==> src/rtl/serial_frame_receiver_assert.svh <==
// ----------------------------------------------------------------------------
// serial_frame_receiver assertion macros
// Concurrent assertion forms for the frame receiver parser.
// ----------------------------------------------------------------------------
`ifndef SERIAL_FRAME_RECEIVER_ASSERT_SVH
`define SERIAL_FRAME_RECEIVER_ASSERT_SVH

// Clocked assertion, disabled while the active-low reset is asserted.
`define SFR_ASSERT(lbl, clk, rst_n, prop, msg) \
    lbl: assert property (@(posedge clk) disable iff (!rst_n) prop) else $error(msg);

// Same, with the property held only while a qualifier is high.
`define SFR_ASSERT_WHEN(lbl, clk, rst_n, qual, prop, msg) \
    lbl: assert property (@(posedge clk) disable iff (!rst_n) (qual) |-> (prop)) \
        else $error(msg);

`endif

==> src/rtl/sfr_pkg.sv <==
// ----------------------------------------------------------------------------
// sfr_pkg
// Types, phase codes, error codes and register indexes of the frame receiver.
// ----------------------------------------------------------------------------
`timescale 1ns / 1ps
`default_nettype none

package sfr_pkg;

    localparam int unsigned BYTE_W      = 8;
    localparam int unsigned ADDR_W      = 16;
    localparam int unsigned CFG_INDEX_W = 8;
    localparam int unsigned CFG_DATA_W  = 16;
    localparam int unsigned DEVICE_W    = 3;
    localparam int unsigned ERR_W       = 3;
    localparam int unsigned PHASE_W     = 4;
    localparam int unsigned S_TDATA_W   = 8;
    localparam int unsigned M_TDATA_W   = 40;

    localparam logic [PHASE_W-1:0] PH_HUNT1 = 4'd0;
    localparam logic [PHASE_W-1:0] PH_HUNT2 = 4'd1;
    localparam logic [PHASE_W-1:0] PH_ID    = 4'd2;
    localparam logic [PHASE_W-1:0] PH_LEN   = 4'd3;
    localparam logic [PHASE_W-1:0] PH_CMD   = 4'd4;
    localparam logic [PHASE_W-1:0] PH_ADDL  = 4'd5;
    localparam logic [PHASE_W-1:0] PH_ADDH  = 4'd6;
    localparam logic [PHASE_W-1:0] PH_DATA  = 4'd7;
    localparam logic [PHASE_W-1:0] PH_CHKL  = 4'd8;
    localparam logic [PHASE_W-1:0] PH_CHKH  = 4'd9;
    localparam logic [PHASE_W-1:0] PH_END1  = 4'd10;
    localparam logic [PHASE_W-1:0] PH_END2  = 4'd11;

    localparam logic [BYTE_W-1:0] MAX_DEVICE   = 8'h05;
    localparam logic [BYTE_W-1:0] MIN_LENGTH   = 8'd5;
    localparam logic [BYTE_W-1:0] LEN_OVERHEAD = 8'd4;

    localparam logic [ERR_W-1:0] ERR_NONE    = 3'd0;
    localparam logic [ERR_W-1:0] ERR_HEADER2 = 3'd1;
    localparam logic [ERR_W-1:0] ERR_ID      = 3'd2;
    localparam logic [ERR_W-1:0] ERR_LENGTH  = 3'd3;
    localparam logic [ERR_W-1:0] ERR_COMMAND = 3'd4;
    localparam logic [ERR_W-1:0] ERR_ADDRESS = 3'd5;
    localparam logic [ERR_W-1:0] ERR_TAIL    = 3'd6;

    localparam logic [CFG_INDEX_W-1:0] REG_HEADER_ONE  = 8'd0;
    localparam logic [CFG_INDEX_W-1:0] REG_HEADER_TWO  = 8'd1;
    localparam logic [CFG_INDEX_W-1:0] REG_TAIL_ONE    = 8'd2;
    localparam logic [CFG_INDEX_W-1:0] REG_TAIL_TWO    = 8'd3;
    localparam logic [CFG_INDEX_W-1:0] REG_BASE_CODE   = 8'd4;
    localparam logic [CFG_INDEX_W-1:0] REG_SERVO_CODE  = 8'd5;
    localparam logic [CFG_INDEX_W-1:0] REG_BASE_ADDR   = 8'd6;
    localparam logic [CFG_INDEX_W-1:0] REG_SERVO_MATCH = 8'd7;

    localparam logic [BYTE_W-1:0] RST_HEADER = 8'hAA;
    localparam logic [BYTE_W-1:0] RST_TAIL   = 8'hEE;

    typedef struct packed {
        logic [BYTE_W-1:0] header_one;
        logic [BYTE_W-1:0] header_two;
        logic [BYTE_W-1:0] tail_one;
        logic [BYTE_W-1:0] tail_two;
        logic [BYTE_W-1:0] base_code;
        logic [BYTE_W-1:0] servo_code;
        logic [ADDR_W-1:0] base_addr;
        logic [ADDR_W-1:0] servo_match;
    } cfg_t;

    // Field order matches m_tdata, highest bits first.
    typedef struct packed {
        logic [ERR_W-1:0]    error_code;
        logic [ADDR_W-1:0]   check_word;
        logic                reply_kind;
        logic [DEVICE_W-1:0] device_id;
        logic                frame_ok;
        logic [BYTE_W-1:0]   payload_index;
        logic [BYTE_W-1:0]   payload_byte;
    } beat_data_t;

    typedef struct packed {
        logic       payload_valid;
        logic       frame_done;
        beat_data_t data;
    } result_t;

endpackage

`default_nettype wire

==> src/rtl/serial_frame_receiver.sv <==
// ----------------------------------------------------------------------------
// serial_frame_receiver
// Byte-serial frame parser: header, id, length, command, address, payload,
// check word and tail, with payload streaming and per-frame status.
// ----------------------------------------------------------------------------
// Takes one received byte per clock and returns exactly one result beat per
// byte, sustaining one byte per cycle while the result stream is not stalled;
// each byte passes the input register, then the result register. The rate is
// set by the frame phase register, updated per byte. Payload beats carry
// tuser high and should be dropped by the consumer unless the frame's end
// beat (tlast high) reports frame_ok. The check word is passed through
// unverified. The configuration port is always ready; write it only while
// no bytes are in flight.
`timescale 1ns / 1ps
`default_nettype none

module serial_frame_receiver (
    input  wire logic                            aclk,
    input  wire logic                            aresetn,
    // Input byte stream; s_tdata: rx_byte[7:0]
    input  wire logic                            s_tvalid,
    output logic                                 s_tready,
    input  wire logic [sfr_pkg::S_TDATA_W-1:0]   s_tdata,
    // Result stream
    output logic                                 m_tvalid,
    input  wire logic                            m_tready,
    // m_tdata: payload_byte[7:0], payload_index[15:8], frame_ok[16],
    //          device_id[19:17], reply_kind[20], check_word[36:21],
    //          error_code[39:37]
    output logic [sfr_pkg::M_TDATA_W-1:0]        m_tdata,
    // m_tuser: payload_valid[0]
    output logic                                 m_tuser,
    // m_tlast: frame_done
    output logic                                 m_tlast,
    // Configuration writes
    input  wire logic                            cfg_valid,
    output logic                                 cfg_ready,
    input  wire logic [sfr_pkg::CFG_INDEX_W-1:0] cfg_index,
    input  wire logic [sfr_pkg::CFG_DATA_W-1:0]  cfg_data
);
    import sfr_pkg::*;

    cfg_t              cfg;
    logic              byte_valid;
    logic [BYTE_W-1:0] byte_data;
    logic              take;
    result_t           result;

    sfr_cfg_regs u_cfg_regs (
        .aclk      (aclk),
        .aresetn   (aresetn),
        .cfg_valid (cfg_valid),
        .cfg_ready (cfg_ready),
        .cfg_index (cfg_index),
        .cfg_data  (cfg_data),
        .cfg       (cfg)
    );

    sfr_in_stage u_in_stage (
        .aclk       (aclk),
        .aresetn    (aresetn),
        .s_tvalid   (s_tvalid),
        .s_tready   (s_tready),
        .s_byte     (s_tdata[BYTE_W-1:0]),
        .take       (take),
        .byte_valid (byte_valid),
        .byte_data  (byte_data)
    );

    sfr_parser u_parser (
        .aclk     (aclk),
        .aresetn  (aresetn),
        .cfg      (cfg),
        .in_valid (byte_valid),
        .in_byte  (byte_data),
        .take     (take),
        .m_tvalid (m_tvalid),
        .m_tready (m_tready),
        .result   (result)
    );

    assign m_tdata = result.data;
    assign m_tuser = result.payload_valid;
    assign m_tlast = result.frame_done;

endmodule

`default_nettype wire

==> src/rtl/sfr_cfg_regs.sv <==
// ----------------------------------------------------------------------------
// sfr_cfg_regs
// Configuration register file; writes to unknown indexes are dropped.
// ----------------------------------------------------------------------------
`timescale 1ns / 1ps
`default_nettype none

module sfr_cfg_regs (
    input  wire logic                           aclk,
    input  wire logic                           aresetn,
    input  wire logic                           cfg_valid,
    output logic                                cfg_ready,
    input  wire logic [sfr_pkg::CFG_INDEX_W-1:0] cfg_index,
    input  wire logic [sfr_pkg::CFG_DATA_W-1:0]  cfg_data,
    output sfr_pkg::cfg_t                       cfg
);
    import sfr_pkg::*;

    cfg_t cfg_reg;

    assign cfg_ready = 1'b1;
    assign cfg       = cfg_reg;

    always_ff @(posedge aclk) begin
        if (!aresetn) begin
            cfg_reg.header_one  <= RST_HEADER;
            cfg_reg.header_two  <= RST_HEADER;
            cfg_reg.tail_one    <= RST_TAIL;
            cfg_reg.tail_two    <= RST_TAIL;
            cfg_reg.base_code   <= '0;
            cfg_reg.servo_code  <= '0;
            cfg_reg.base_addr   <= '0;
            cfg_reg.servo_match <= '0;
        end else if (cfg_valid) begin
            unique case (cfg_index)
                REG_HEADER_ONE:  cfg_reg.header_one  <= cfg_data[BYTE_W-1:0];
                REG_HEADER_TWO:  cfg_reg.header_two  <= cfg_data[BYTE_W-1:0];
                REG_TAIL_ONE:    cfg_reg.tail_one    <= cfg_data[BYTE_W-1:0];
                REG_TAIL_TWO:    cfg_reg.tail_two    <= cfg_data[BYTE_W-1:0];
                REG_BASE_CODE:   cfg_reg.base_code   <= cfg_data[BYTE_W-1:0];
                REG_SERVO_CODE:  cfg_reg.servo_code  <= cfg_data[BYTE_W-1:0];
                REG_BASE_ADDR:   cfg_reg.base_addr   <= cfg_data[ADDR_W-1:0];
                REG_SERVO_MATCH: cfg_reg.servo_match <= cfg_data[ADDR_W-1:0];
                default: begin
                end
            endcase
        end
    end

endmodule

`default_nettype wire

==> src/rtl/sfr_in_stage.sv <==
// ----------------------------------------------------------------------------
// sfr_in_stage
// Input register for received bytes; refills in the cycle it drains.
// ----------------------------------------------------------------------------
`timescale 1ns / 1ps
`default_nettype none

module sfr_in_stage (
    input  wire logic                        aclk,
    input  wire logic                        aresetn,
    input  wire logic                        s_tvalid,
    output logic                             s_tready,
    input  wire logic [sfr_pkg::BYTE_W-1:0]  s_byte,
    input  wire logic                        take,
    output logic                             byte_valid,
    output logic [sfr_pkg::BYTE_W-1:0]       byte_data
);
    import sfr_pkg::*;

    logic              valid_reg;
    logic              valid_next;
    logic [BYTE_W-1:0] data_reg;

    assign s_tready   = !valid_reg || take;
    assign byte_valid = valid_reg;
    assign byte_data  = data_reg;

    always_comb begin
        valid_next = valid_reg;
        if (s_tready) begin
            valid_next = s_tvalid;
        end
    end

    always_ff @(posedge aclk) begin
        if (!aresetn) begin
            valid_reg <= 1'b0;
        end else begin
            valid_reg <= valid_next;
        end
    end

    always_ff @(posedge aclk) begin
        if (s_tvalid && s_tready) begin
            data_reg <= s_byte;
        end
    end

endmodule

`default_nettype wire

==> src/rtl/sfr_parser.sv <==
// ----------------------------------------------------------------------------
// sfr_parser
// Frame phase register, captured frame fields and the registered result beat.
// ----------------------------------------------------------------------------
`timescale 1ns / 1ps
`default_nettype none

module sfr_parser (
    input  wire logic                        aclk,
    input  wire logic                        aresetn,
    input  wire sfr_pkg::cfg_t               cfg,
    input  wire logic                        in_valid,
    input  wire logic [sfr_pkg::BYTE_W-1:0]  in_byte,
    output logic                             take,
    output logic                             m_tvalid,
    input  wire logic                        m_tready,
    output sfr_pkg::result_t                 result
);
    import sfr_pkg::*;

    logic [PHASE_W-1:0]  phase_reg,   phase_next;
    logic [DEVICE_W-1:0] device_reg,  device_next;
    logic [BYTE_W-1:0]   length_reg,  length_next;
    logic                kind_reg,    kind_next;
    logic [BYTE_W-1:0]   count_reg,   count_next;
    logic [ADDR_W-1:0]   check_reg,   check_next;
    logic                out_valid_reg, out_valid_next;
    result_t             result_reg,  result_next;

    logic [ADDR_W-1:0] addr_sel;
    logic [BYTE_W-1:0] count_inc;
    logic [BYTE_W-1:0] data_len;
    logic              ok;
    logic              report;
    logic [ERR_W-1:0]  err;

    assign take     = in_valid && (!out_valid_reg || m_tready);
    assign m_tvalid = out_valid_reg;
    assign result   = result_reg;

    assign addr_sel  = kind_reg ? cfg.servo_match : cfg.base_addr;
    assign count_inc = count_reg + 8'd1;
    assign data_len  = length_reg - LEN_OVERHEAD;

    always_comb begin
        phase_next  = phase_reg;
        device_next = device_reg;
        length_next = length_reg;
        kind_next   = kind_reg;
        count_next  = count_reg;
        check_next  = check_reg;
        report      = 1'b0;
        ok          = 1'b0;
        err         = ERR_NONE;
        result_next = '0;

        unique case (phase_reg)
            PH_HUNT2: begin
                if (in_byte == cfg.header_two) begin
                    phase_next = PH_ID;
                end else begin
                    phase_next = PH_HUNT1;
                    report     = 1'b1;
                    err        = ERR_HEADER2;
                end
            end
            PH_ID: begin
                if (in_byte < MAX_DEVICE) begin
                    device_next = in_byte[DEVICE_W-1:0];
                    phase_next  = PH_LEN;
                end else begin
                    phase_next = PH_HUNT1;
                    report     = 1'b1;
                    err        = ERR_ID;
                end
            end
            PH_LEN: begin
                if (in_byte >= MIN_LENGTH) begin
                    length_next = in_byte;
                    phase_next  = PH_CMD;
                end else begin
                    phase_next = PH_HUNT1;
                    report     = 1'b1;
                    err        = ERR_LENGTH;
                end
            end
            PH_CMD: begin
                priority if (in_byte == cfg.base_code) begin
                    kind_next  = 1'b0;
                    phase_next = PH_ADDL;
                end else if (in_byte == cfg.servo_code) begin
                    kind_next  = 1'b1;
                    phase_next = PH_ADDL;
                end else begin
                    phase_next = PH_HUNT1;
                    report     = 1'b1;
                    err        = ERR_COMMAND;
                end
            end
            PH_ADDL: begin
                if (in_byte == addr_sel[BYTE_W-1:0]) begin
                    phase_next = PH_ADDH;
                end else begin
                    phase_next = PH_HUNT1;
                    report     = 1'b1;
                    err        = ERR_ADDRESS;
                end
            end
            PH_ADDH: begin
                if (in_byte == addr_sel[ADDR_W-1:BYTE_W]) begin
                    count_next = '0;
                    phase_next = PH_DATA;
                end else begin
                    phase_next = PH_HUNT1;
                    report     = 1'b1;
                    err        = ERR_ADDRESS;
                end
            end
            PH_DATA: begin
                result_next.payload_valid      = 1'b1;
                result_next.data.payload_byte  = in_byte;
                result_next.data.payload_index = count_reg;
                count_next                     = count_inc;
                if (count_inc >= data_len) begin
                    phase_next = PH_CHKL;
                end
            end
            PH_CHKL: begin
                check_next = {check_reg[ADDR_W-1:BYTE_W], in_byte};
                phase_next = PH_CHKH;
            end
            PH_CHKH: begin
                check_next = {in_byte, check_reg[BYTE_W-1:0]};
                phase_next = PH_END1;
            end
            PH_END1: begin
                if (in_byte == cfg.tail_one) begin
                    phase_next = PH_END2;
                end else begin
                    phase_next = PH_HUNT1;
                    report     = 1'b1;
                    err        = ERR_TAIL;
                end
            end
            PH_END2: begin
                phase_next = PH_HUNT1;
                report     = 1'b1;
                if (in_byte == cfg.tail_two) begin
                    ok = 1'b1;
                end else begin
                    err = ERR_TAIL;
                end
            end
            default: begin
                if (in_byte == cfg.header_one) begin
                    device_next = '0;
                    length_next = '0;
                    kind_next   = 1'b0;
                    count_next  = '0;
                    check_next  = '0;
                    phase_next  = PH_HUNT2;
                end else begin
                    phase_next = PH_HUNT1;
                end
            end
        endcase

        if (report) begin
            result_next.frame_done      = 1'b1;
            result_next.data.frame_ok   = ok;
            result_next.data.device_id  = device_reg;
            result_next.data.reply_kind = kind_reg;
            result_next.data.check_word = check_reg;
            result_next.data.error_code = err;
        end
    end

    always_comb begin
        out_valid_next = out_valid_reg;
        if (take) begin
            out_valid_next = 1'b1;
        end else if (m_tready) begin
            out_valid_next = 1'b0;
        end
    end

    always_ff @(posedge aclk) begin
        if (!aresetn) begin
            phase_reg     <= PH_HUNT1;
            device_reg    <= '0;
            length_reg    <= '0;
            kind_reg      <= 1'b0;
            count_reg     <= '0;
            check_reg     <= '0;
            out_valid_reg <= 1'b0;
        end else begin
            out_valid_reg <= out_valid_next;
            if (take) begin
                phase_reg  <= phase_next;
                device_reg <= device_next;
                length_reg <= length_next;
                kind_reg   <= kind_next;
                count_reg  <= count_next;
                check_reg  <= check_next;
            end
        end
    end

    always_ff @(posedge aclk) begin
        if (take) begin
            result_reg <= result_next;
        end
    end

`include "serial_frame_receiver_assert.svh"

    `SFR_ASSERT_WHEN(a_payload_not_done, aclk, aresetn, out_valid_reg && result_reg.payload_valid, !result_reg.frame_done, "payload beat also marks frame end")
    `SFR_ASSERT_WHEN(a_ok_is_clean, aclk, aresetn, out_valid_reg && result_reg.data.frame_ok, result_reg.frame_done && result_reg.data.error_code == ERR_NONE, "good frame beat carries an error")
    `SFR_ASSERT_WHEN(a_reject_has_code, aclk, aresetn, out_valid_reg && result_reg.frame_done && !result_reg.data.frame_ok, result_reg.data.error_code != ERR_NONE, "rejected frame without error code")
    `SFR_ASSERT_WHEN(a_count_in_range, aclk, aresetn, phase_reg == PH_DATA, count_reg < data_len, "payload count past frame length")

endmodule

`default_nettype wire
==> config.mk <==
export PLATFORM = sky130hd
export DESIGN_NAME = serial_frame_receiver
export DESIGN_NICKNAME = d
export VERILOG_FILES = /design/src/rtl/sfr_pkg.sv /design/src/rtl/serial_frame_receiver.sv /design/src/rtl/sfr_cfg_regs.sv /design/src/rtl/sfr_in_stage.sv /design/src/rtl/sfr_parser.sv
export VERILOG_INCLUDE_DIRS = /design/src /design/src/rtl
export SDC_FILE = /design/constraint.sdc
export NUM_CORES = 1
export LEC_CHECK = 0
export BUFFER_PORTS_ARGS = -buffer_cell sky130_fd_sc_hd__buf_4
export CAP_MARGIN = 20
export CORE_MARGIN = 8
export CORE_UTILIZATION = 40
export CTS_BUF_LIST = sky130_fd_sc_hd__clkbuf_2 sky130_fd_sc_hd__clkbuf_4 sky130_fd_sc_hd__clkbuf_8
export DETAILED_ROUTE_END_ITERATION = 10
export SLEW_MARGIN = 5
export SYNTH_ARGS = -nofsm -noshare
export SYNTH_HDL_FRONTEND = slang
export SYNTH_HIERARCHICAL = 1
export SYNTH_SLANG_ARGS = --single-unit
==> constraint.sdc <==
create_clock -name aclk -period 3.37 [get_ports aclk]
set_clock_uncertainty 0.15 [all_clocks]
set_input_delay 0.5055 -clock aclk [delete_from_list [all_inputs] [get_ports aclk]]
set_output_delay 0.5055 -clock aclk [all_outputs]
set_load 0.01 [all_outputs]
## Yosys cells after proc, flatten, opt, wreduce, memory -nomap -nowiden

Cells that the tools add are included.

- Bits of input ports: 37
- Register bits: 172
- Output and inout port bits: 45

- $lt $le $gt $ge: 3
- Reductions and logical operators: 35
- $add $sub $neg: 2
- Mux-type cells: 51
- Bitwise logic cells: 7
- Equal/unequal tests: 31

Operator list:

| operator | number |
|---|---|
| equality test 8 bit | 8 |
| one-hot mux 16 bit (3 select lines) | 1 |
| one-hot mux 4 bit (11 select lines) | 1 |
| two-way mux 3 bit | 12 |
| equality test 8 x 3 -> 1 bit (second input constant) | 4 |
| two-way mux 16 bit | 2 |
| OR reduction 10 bit | 3 |
| two-way mux 25 bit | 1 |
| two-way mux 8 bit | 3 |
| one-hot mux 3 bit (8 select lines) | 1 |
| one-hot mux 8 bit (3 select lines) | 1 |
| AND reduction 4 bit | 6 |
| AND reduction 2 bit | 10 |
| two-way mux 1 bit | 18 |
| OR reduction 9 bit | 2 |
| equality test 4 x 3 -> 1 bit (second input constant) | 4 |
| equality test 4 bit (second input constant) | 4 |
| equality test 8 x 2 -> 1 bit (second input constant) | 2 |
| one-hot mux 8 bit (2 select lines) | 1 |
| two-way mux 4 bit | 3 |
| nonzero test 2 bit | 6 |
| adder 8 x 1 -> 8 bit (second input constant) | 1 |
| equality test 4 x 2 -> 1 bit (second input constant) | 2 |
| equality test 8 x 1 -> 1 bit (second input constant) | 1 |
| 17 further kinds | 32 |

## Depth between registers and ports, before layout

Gate-level depths: netlist of the first run.

- Depth after elaboration: 5
- Depth in mapped cells: 11

## Hierarchy

The synthesis of the first run kept the hierarchy.

By module, submodules not included:

| module | area an instance (um2) | cells each | seq. area each (um2) | times used |
|---|---|---|---|---|
| sfr_parser | 4854.7 | 466 | 2082.0 | 1 |
| sfr_cfg_regs | 3106.7 | 303 | 1601.5 | 1 |
| sfr_in_stage | 297.8 | 13 | 260.2 | 1 |

## Least setup slack after synthesis of the first run

No wires, ideal clock.

- Path type: input to register
- Start: in m_tready
- End: reg u_parser.phase_reg[1]
- Library setup time: 0.125 ns
- Setup slack: 0.498 ns
- Stages: 6
- Arrival time: 2.596 ns
- Data required time: 3.095 ns
- Path through: nand2b_1 > nand2_1 > clkinv_1 > o21ai_0 > a21boi_0 > o41a_1

- Longest elaborated chain between the ends: 3

Ends and longest elaborated chain:

| element | RTL line | text |
|---|---|---|
| from (decl) | serial_frame_receiver.sv:26 | `input wire logic m_tready,` |
| logical OR 1 bit | sfr_parser.sv:37 | `assign take = in_valid && (!out_valid_reg \|\| m_tready);` |
| logical AND 1 bit | sfr_parser.sv:37 |  |
| named net take | serial_frame_receiver.sv:46 | `logic take;` |
| AND reduction 2 bit (no source line) | n/a |  |
| to (signal assigned) | sfr_parser.sv:199 | `phase_reg <= phase_next;` |
| to (decl) | sfr_parser.sv:21 | `logic [PHASE_W-1:0] phase_reg, phase_next;` |

The timed path passes the listed nets, and every way through them passes these cells.
A chain may end at the register's enable or synchronous reset.

## Worst setup path in the final report of the first run

- Start: reg u_parser.count_reg[2]
- End: reg u_parser.phase_reg[3]

- Longest elaborated chain between the ends: 4

Ends and longest elaborated chain:

| element | RTL line | text |
|---|---|---|
| from (decl) | sfr_parser.sv:25 | `logic [BYTE_W-1:0] count_reg, count_next;` |
| from (signal assigned) | sfr_parser.sv:203 | `count_reg <= count_next;` |
| adder 8 x 1 -> 8 bit | sfr_parser.sv:42 | `assign count_inc = count_reg + 8'd1;` |
| >= comparator 8 bit | sfr_parser.sv:124 | `if (count_inc >= data_len) begin` |
| != test 2 x 1 -> 1 bit (no source line) | n/a |  |
| AND reduction 2 bit (no source line) | n/a |  |

No other way between the ends.

==> PnR_summary.wiki, run 1 <==
{| class="wikitable"
! Metric !! Value
|-
| FP Rows || 52
|-
| Leakage || ~3.8 nW
|-
| Post-CTS Setup Bufs || 0
|-
| Max reg flops || 80
|-
| Sequential cell area in the final layout || just under 4000 um^2
|-
| Vias || between 5k and 6k
|-
| CP required || 3560 ps
|-
| Post-synthesis instance area || approximately 8300 um^2
|-
| Number of endpoints with negative hold slack in the final report || 0
|-
| Cell repeated most along the worst path || sky130_fd_sc_hd__nand3_1
|-
| Pre-CTS setup slack || a little under 500 ps
|-
| Placer Congestion || 0.8522
|-
| Port Buffer Count || 80
|-
| Antenna violations before repair || 0
|-
| Total length of routed wires || around 19 mm
|-
| Buffering stage count on the worst path with inverters included || 1
|-
| Setup tns final || 0 ps
|-
| Type of destination of the critical path || flip-flop
|-
| Highest fanout seen on the critical path || 6
|-
| Leading cell types by count after synthesis || 122 x sky130_fd_sc_hd__dfxtp_1, 110 x sky130_fd_sc_hd__nand2_1, 101 x sky130_fd_sc_hd__mux2i_1
|-
| Cell family with most CP delay || compound AO/OA/AOI/OAI gates
|-
| Via count normalized by instance count || between 4 and 5
|-
| DRT Pass-1 Iters || 5
|-
| Antenna cells || 0
|-
| Setup ws final || ~490 ps
|-
| Avg Cell Area, Syn || about 11 um^2
|-
| Slowest stage cell, crit path || sky130_fd_sc_hd__dfxtp_1
|-
| Number of flops mapped to enable cells by yosys || 50
|-
| Synth Net Count || roughly 830
|-
| Number of DRC markers after the initial detailed-route iteration || ~430
|-
| Min-delay worst type || in -> reg
|-
| Cell Pwr Density || 430.3 nW/um^2
|-
| Unrepaired setup endpoints after global routing || false
|-
| Data arrival time of the critical path || between 3000 and 4000 ps
|-
| Fraction of post-synthesis cell area in the top cell type by area || roughly 30%
|-
| Count of boundary I/O pins || slightly above 80
|-
| Status || completed
|-
| Area growth from synthesis to final layout || 16.06%
|-
| Wire length of the first global-routing pass || about 31 mm
|-
| Total clock buffers created by CTS || 17
|-
| Max-slew violation count || 0
|-
| Maximum clock insertion buffer count || 2
|-
| Actual transition at the worst max-transition pin || between 600 and 700 ps
|-
| Synth Warn # || 6
|-
| Period utilisation layout || approximately 85%
|-
| Slowest cell delay on critical path || between 400 and 500 ps
|-
| Clock Tree Root || sky130_fd_sc_hd__clkbuf_8
|-
| Maximum number of pins on one net before global-route repair || 53
|-
| Max-Slew Margin vs Limit || 55.32%
|-
| CORE AREA || a little over 20,000 um^2
|-
| Post-synthesis sequential element count || ~170
|-
| # resized after CTS || 0
|-
| Final #Nets || 909
|-
| Area after detailed placement || about 9200 um^2
|-
| Max-cap violations || 0
|-
| Drc violations || 0
|-
| CTS tree || yes
|-
| Register clock-pin slew on the reported worst setup and hold paths || ~110 ps
|-
| Die Footprint || approximately 26,000 um^2
|-
| Y dimension of the die || around 160 um
|-
| Critical path, cell by cell || nand3_1 > nor2_1 > nand3_1 > xnor2_1 > ha_1 > and4_1 > a221oi_1 > o211ai_1 > o21ai_0 > buf_4 > o21bai_1 > a21boi_0
|-
| Starting density of the core || between 40% and 50%
|-
| CTS H-tree lvls || 4
|-
| GRT Resource Usage Total || roughly 15%
|-
| Worst setup path class || reg -> reg
|-
| Number of distinct library cells after synthesis || between 60 and 70
|-
| Via count of the first global-routing pass || between 5k and 6k
|-
| Most repeated cell in the gate-level netlist after synthesis || sky130_fd_sc_hd__dfxtp_1
|-
| Number of routed nets with antenna violations || 0
|-
| Horizontal die dimension || 159.7 um
|-
| CTS sink cnt || 172
|-
| Maximum VDD drop || approximately 0.00023 V
|-
| Share of flip-flops with an asynchronous set or reset after synthesis || 0%
|-
| Non-Filler Cell Area, Final || ~9600 um^2
|-
| Total area of multi-input combinational cells || 3996 um^2
|-
| Later-pin clock latency in the skew report || about 470 ps
|-
| Routed wire per std cell || ~17 um
|-
| Leftover overflow at the end of global routing || 0
|-
| Post-synthesis cell count || between 700 and 800
|-
| Cell type with the highest aggregate area in the netlist || sky130_fd_sc_hd__dfxtp_1
|-
| Critical path launch point type || flip-flop
|-
| Share of layout cells above drive strength 1 || approximately a fifth
|-
| Min cycle time layout || roughly 2900 ps
|-
| Number of buffers inserted for hold repair after clock tree synthesis || 0
|-
| Leading cell types by total area after synthesis || sky130_fd_sc_hd__dfxtp_1 30%, sky130_fd_sc_hd__edfxtp_1 18%, sky130_fd_sc_hd__mux2i_1 12%, sky130_fd_sc_hd__xnor2_1 5.9%, sky130_fd_sc_hd__nand2_1 5.0%
|-
| Filler cell count in the final layout || about 1.9k
|-
| Primary flip-flop cell chosen by synthesis mapping || sky130_fd_sc_hd__dfxtp_1
|-
| Total setup violations reported at the end of the flow || 0
|-
| DP Wirelength || about 14 mm
|-
| Fraction of the yosys area taken by sequential cells || between 40% and 50%
|-
| Highest achievable clock rate || ~350 MHz
|}
## placed cells by master, fill, tap and decap left out, types with 3 or more instances in the layout
cell / count
sky130_fd_sc_hd__dfxtp_1: 122
sky130_fd_sc_hd__buf_4: 112
sky130_fd_sc_hd__nand2_1: 110
sky130_fd_sc_hd__mux2i_1: 101
sky130_fd_sc_hd__xnor2_1: 56
sky130_fd_sc_hd__edfxtp_1: 50
sky130_fd_sc_hd__nor2b_1: 43
sky130_fd_sc_hd__xor2_1: 20
sky130_fd_sc_hd__and2_1: 18
sky130_fd_sc_hd__clkbuf_8: 17
sky130_fd_sc_hd__and2_4: 17
sky130_fd_sc_hd__nor2_1: 16
sky130_fd_sc_hd__a22o_1: 16
sky130_fd_sc_hd__nand3_1: 12
sky130_fd_sc_hd__a22oi_1: 12
sky130_fd_sc_hd__ha_1: 10
sky130_fd_sc_hd__nor3_1: 9
sky130_fd_sc_hd__inv_1: 9
sky130_fd_sc_hd__nand4_1: 9
sky130_fd_sc_hd__o21ai_0: 9
sky130_fd_sc_hd__nand2b_1: 7
sky130_fd_sc_hd__nor4_1: 6
sky130_fd_sc_hd__a21oi_1: 6
sky130_fd_sc_hd__inv_8: 5
sky130_fd_sc_hd__or3_1: 5
sky130_fd_sc_hd__o21bai_1: 4
sky130_fd_sc_hd__o21a_1: 4
sky130_fd_sc_hd__o31ai_1: 4
sky130_fd_sc_hd__o211ai_1: 4
sky130_fd_sc_hd__inv_6: 3
sky130_fd_sc_hd__and3_1: 3
sky130_fd_sc_hd__nor4_2: 3
sky130_fd_sc_hd__o22ai_1: 3
sky130_fd_sc_hd__a21boi_0: 3
## cells by family after synthesis
family | count (synthesis) | share of synthesized area, %
AND/OR/NAND/NOR | 276 | 18.53
flip-flops | 172 | 47.75
multiplexers | 101 | 12.24
AO/OA/AOI/OAI | 85 | 7.999
XOR/XNOR | 76 | 8.059
buffers and inverters | 61 | 3.863
adder cells (fa/ha/maj) | 10 | 1.515
other | 1 | 0.04540
## area by class of cell
cell class / count / share of cell area [%]
Clock buffer: 17 / 2.441
Inverter: 10 / 0.3916
Clock inverter: 15 / 2.036
Multi-Input combinational cell: 549 / 41.69
Tap cell: 270 / 3.524
Sequential cell: 172 / 41.14
Timing Repair Buffer: 112 / 8.772
## per-layer routing
layer / vias up / share of wire (%) / global-route usage (%)
met1: 2658 / 49 / 21.07
met4: 0 / 1.1 / 4.674
met5: - / 0 / 0
met2: 127 / 44 / 22.84
li1: 2889 / - / -
met3: 17 / 5.2 / 3.650
## final timing paths
check / startpoint / endpoint / slack (ps) / cells after the start
setup / recovery: u_parser/count_reg[2] / u_parser/phase_reg[3] / 490 / 12
hold / removal: s_tdata[2] / u_in_stage/byte_data[2] / 50 / 1
hold reg to reg: u_cfg_regs/cfg[13] / u_cfg_regs/cfg[13] / 310 / 2
setup reg to reg: u_parser/count_reg[2] / u_parser/phase_reg[3] / 490 / 12
## power breakdown
part,switching (mW),total (mW),internal (mW)
sequential,0.0350,2.20,2.17
combinational,0.212,0.364,0.152
clock,0.856,1.56,0.702
total,1.10,4.12,3.02
## per-stage QoR
step,util [%],hold slack (ps),cells,power (mW)
detailed placement,45.25,297.6,1113,2.619
finish,47.37,53.02,1145,4.124
floorplan,-,284.1,782,2.466
CTS,47.37,26.76,1145,4.168
global route,47.37,14.76,1145,4.293
global placement,45.25,292.5,1113,2.619
Note: power is estimated with default switching activity, not from simulation.
==> run 2: changes to the inputs <==
--- a/config.mk
+++ b/config.mk
@@ -12,6 +12,7 @@
 export CORE_UTILIZATION = 40
 export CTS_BUF_LIST = sky130_fd_sc_hd__clkbuf_2 sky130_fd_sc_hd__clkbuf_4 sky130_fd_sc_hd__clkbuf_8
 export DETAILED_ROUTE_END_ITERATION = 10
+export HOLD_SLACK_MARGIN = 0.05
 export SLEW_MARGIN = 5
 export SYNTH_ARGS = -nofsm -noshare
 export SYNTH_HDL_FRONTEND = slang
==> constraint.sdc (replaced) <==
create_clock -name aclk -period 3.37 [get_ports aclk]
set_clock_uncertainty 0.15 [all_clocks]
set_input_delay 0.674 -clock aclk [delete_from_list [all_inputs] [get_ports aclk]]
set_output_delay 0.674 -clock aclk [all_outputs]
set_load 0.01 [all_outputs]
==> run 2 against run 1 <==
  * Worst setup slack lost 100 ps
  * Critical path type unchanged
  * Sequential power about the same
  * Core utilization barely moved
==> PnR_summary.wiki, run 2 (synthesis results as in run 1) <==
{| class="wikitable"
! Metric !! Value
|-
| Period utilisation layout || 88.49%
|-
| Max-Slew Margin vs Limit || 46.22%
|-
| Cell Pwr Density || about 440 nW/um^2
|-
| Highest fanout seen on the critical path || 21
|-
| Actual transition at the worst max-transition pin || 800.7 ps
|-
| Y dimension of the die || between 150 and 200 um
|-
| CTS sink cnt || about 170
|-
| Filler cell count in the final layout || 1,947
|-
| CTS H-tree lvls || 4
|-
| Port Buffer Count || 80
|-
| DP Wirelength || ~14 mm
|-
| Register clock-pin slew on the reported worst setup and hold paths || roughly 100 ps
|-
| Via count normalized by instance count || around 5.0
|-
| Number of endpoints with negative hold slack in the final report || 0
|-
| Area growth from synthesis to final layout || 15.98%
|-
| FP Rows || 52
|-
| Total length of routed wires || approximately 20 mm
|-
| Horizontal die dimension || approximately 160 um
|-
| Hold_sp || s_tdata[7]
|-
| Leakage || 3.801 nW
|-
| Max reg flops || 80
|-
| Slowest cell delay on critical path || around 660 ps
|-
| Maximum number of pins on one net before global-route repair || between 50 and 60
|-
| Number of buffers inserted for hold repair after clock tree synthesis || 0
|-
| Beginning of the worst register-to-register path || u_in_stage/byte_data[5]
|-
| Vias || ~5.7k
|-
| Placer Congestion || around 0.88
|-
| Starting density of the core || 40.82%
|-
| Slowest stage cell, crit path || sky130_fd_sc_hd__edfxtp_1
|-
| Maximum VDD drop || around 0.00024 V
|-
| Clock Tree Root || sky130_fd_sc_hd__clkbuf_8
|-
| Wire length of the first global-routing pass || about 32 mm
|-
| Antenna cells || 0
|-
| Setup tns final || 0 ps
|-
| Setup ws final || between 300 and 400 ps
|-
| Max-cap violations || 0
|-
| Highest achievable clock rate || about 340 MHz
|-
| Critical path launch point type || flip-flop
|-
| Number of DRC markers after the initial detailed-route iteration || just under 400
|-
| Post-CTS Setup Bufs || 0
|-
| Most common cell after layout, fill and taps aside || sky130_fd_sc_hd__dfxtp_1
|-
| Count of boundary I/O pins || 82
|-
| Maximum clock insertion buffer count || 2
|-
| Data arrival time of the critical path || 3040 ps
|-
| Max-slew violation count || 0
|-
| Min-delay worst type || in -> reg
|-
| Number of routed nets with antenna violations || 0
|-
| CORE AREA || 20,230 um^2
|-
| Later-pin clock latency in the skew report || roughly 460 ps
|-
| Type of destination of the critical path || flip-flop
|-
| DRT Pass-1 Iters || 4
|-
| Cell family with most CP delay || simple AND/OR/NAND/NOR gates
|-
| Critical path, cell by cell || xnor2_1 > nand4_1 > o311ai_0 > o2111ai_1 > or3_4 > and2_2
|-
| CP required || about 3400 ps
|-
| Antenna violations before repair || 0
|-
| Total clock buffers created by CTS || 17
|-
| Sequential cell area in the final layout || ~3900 um^2
|-
| Drc violations || 0
|-
| Final #Nets || around 900
|-
| Share of layout cells above drive strength 1 || between 20 and 25%
|-
| # resized after CTS || 0
|-
| Total setup violations reported at the end of the flow || 0
|-
| Buffering stage count on the worst path with inverters included || 0
|-
| Utilization after layout || a little under half
|-
| Min cycle time layout || just under 3000 ps
|-
| Unrepaired setup endpoints after global routing || false
|-
| Worst setup path class || reg -> reg
|-
| Total area of multi-input combinational cells || about 4000 um^2
|-
| Via count of the first global-routing pass || 5,749
|-
| CTS tree || yes
|-
| Commonest non-fill, non-tap cells in the layout || 122 x sky130_fd_sc_hd__dfxtp_1, 110 x sky130_fd_sc_hd__nand2_1, 106 x sky130_fd_sc_hd__buf_4
|-
| Launching element of the worst setup path || u_in_stage/byte_data[5]
|-
| Status || completed
|-
| Leftover overflow at the end of global routing || 0
|-
| Die Footprint || approximately 26,000 um^2
|-
| Pre-CTS setup slack || 449.0 ps
|-
| GRT Resource Usage Total || ~16%
|-
| Routed wire per std cell || approximately 17 um
|}
## run 2: worst paths after layout
path / cells after the start / slack [ps] / endpoint
worst max-delay path: 6 / 390 / u_parser/result[26]
worst min-delay path: 1 / 230 / u_in_stage/byte_data[7]
worst max register to register: 6 / 390 / u_parser/result[26]
worst min register to register: 2 / 320 / u_cfg_regs/cfg[5]
## run 2: routing by layer
| layer | vias to the layer above | GRT usage (%) | part of all wire, % |
|---|---|---|---|
| met2 | 120 | 23.73 | 44 |
| met1 | 2688 | 22.45 | 51 |
| met4 | 0 | 4.803 | 1.0 |
| met5 | - | 0 | 0 |
| li1 | 2874 | - | - |
| met3 | 11 | 3.522 | 4.5 |
## run 2: cell type report
| class | count | share of cell area (%) |
|---|---|---|
| inverters | 10 | 0.3918 |
| repair buffers | 107 | 8.516 |
| well taps | 270 | 3.527 |
| clock buffers | 18 | 2.521 |
| flip-flops and latches | 172 | 41.17 |
| clock inverters | 14 | 2.155 |
| multi-input cells | 549 | 41.72 |
## run 2: per-stage QoR
| stage | total power [mW] | area, um^2 | instances | hold WS, ps |
|---|---|---|---|---|
| after global routing | 4.373 | 9579 | 1140 | 191.9 |
| after CTS | 4.250 | 9579 | 1140 | 200.5 |
| after detailed placement | 2.621 | 9131 | 1108 | 301.8 |
| after global placement | 2.618 | 9131 | 1108 | 294.3 |
| final | 4.197 | 9579 | 1140 | 235.0 |
| after floorplan | 2.466 | 8259 | 782 | 284.1 |
## run 2: worst reg2reg max path: cells and delay by family, from the launching register on
family	cells	cell delay, ps
xor gates and xnor gates	1	310
and+or+nand+nor	3	890
DFF	1	660
AOI/OAI and AO/OA	2	720
## run 2: power by group
group          internal, mW  total [mW]  leakage, nW  switching (mW)
registers              2.17        2.21         1.46          0.0448
logic                 0.151       0.357         2.11           0.206
clock network         0.837        1.63        0.230           0.792
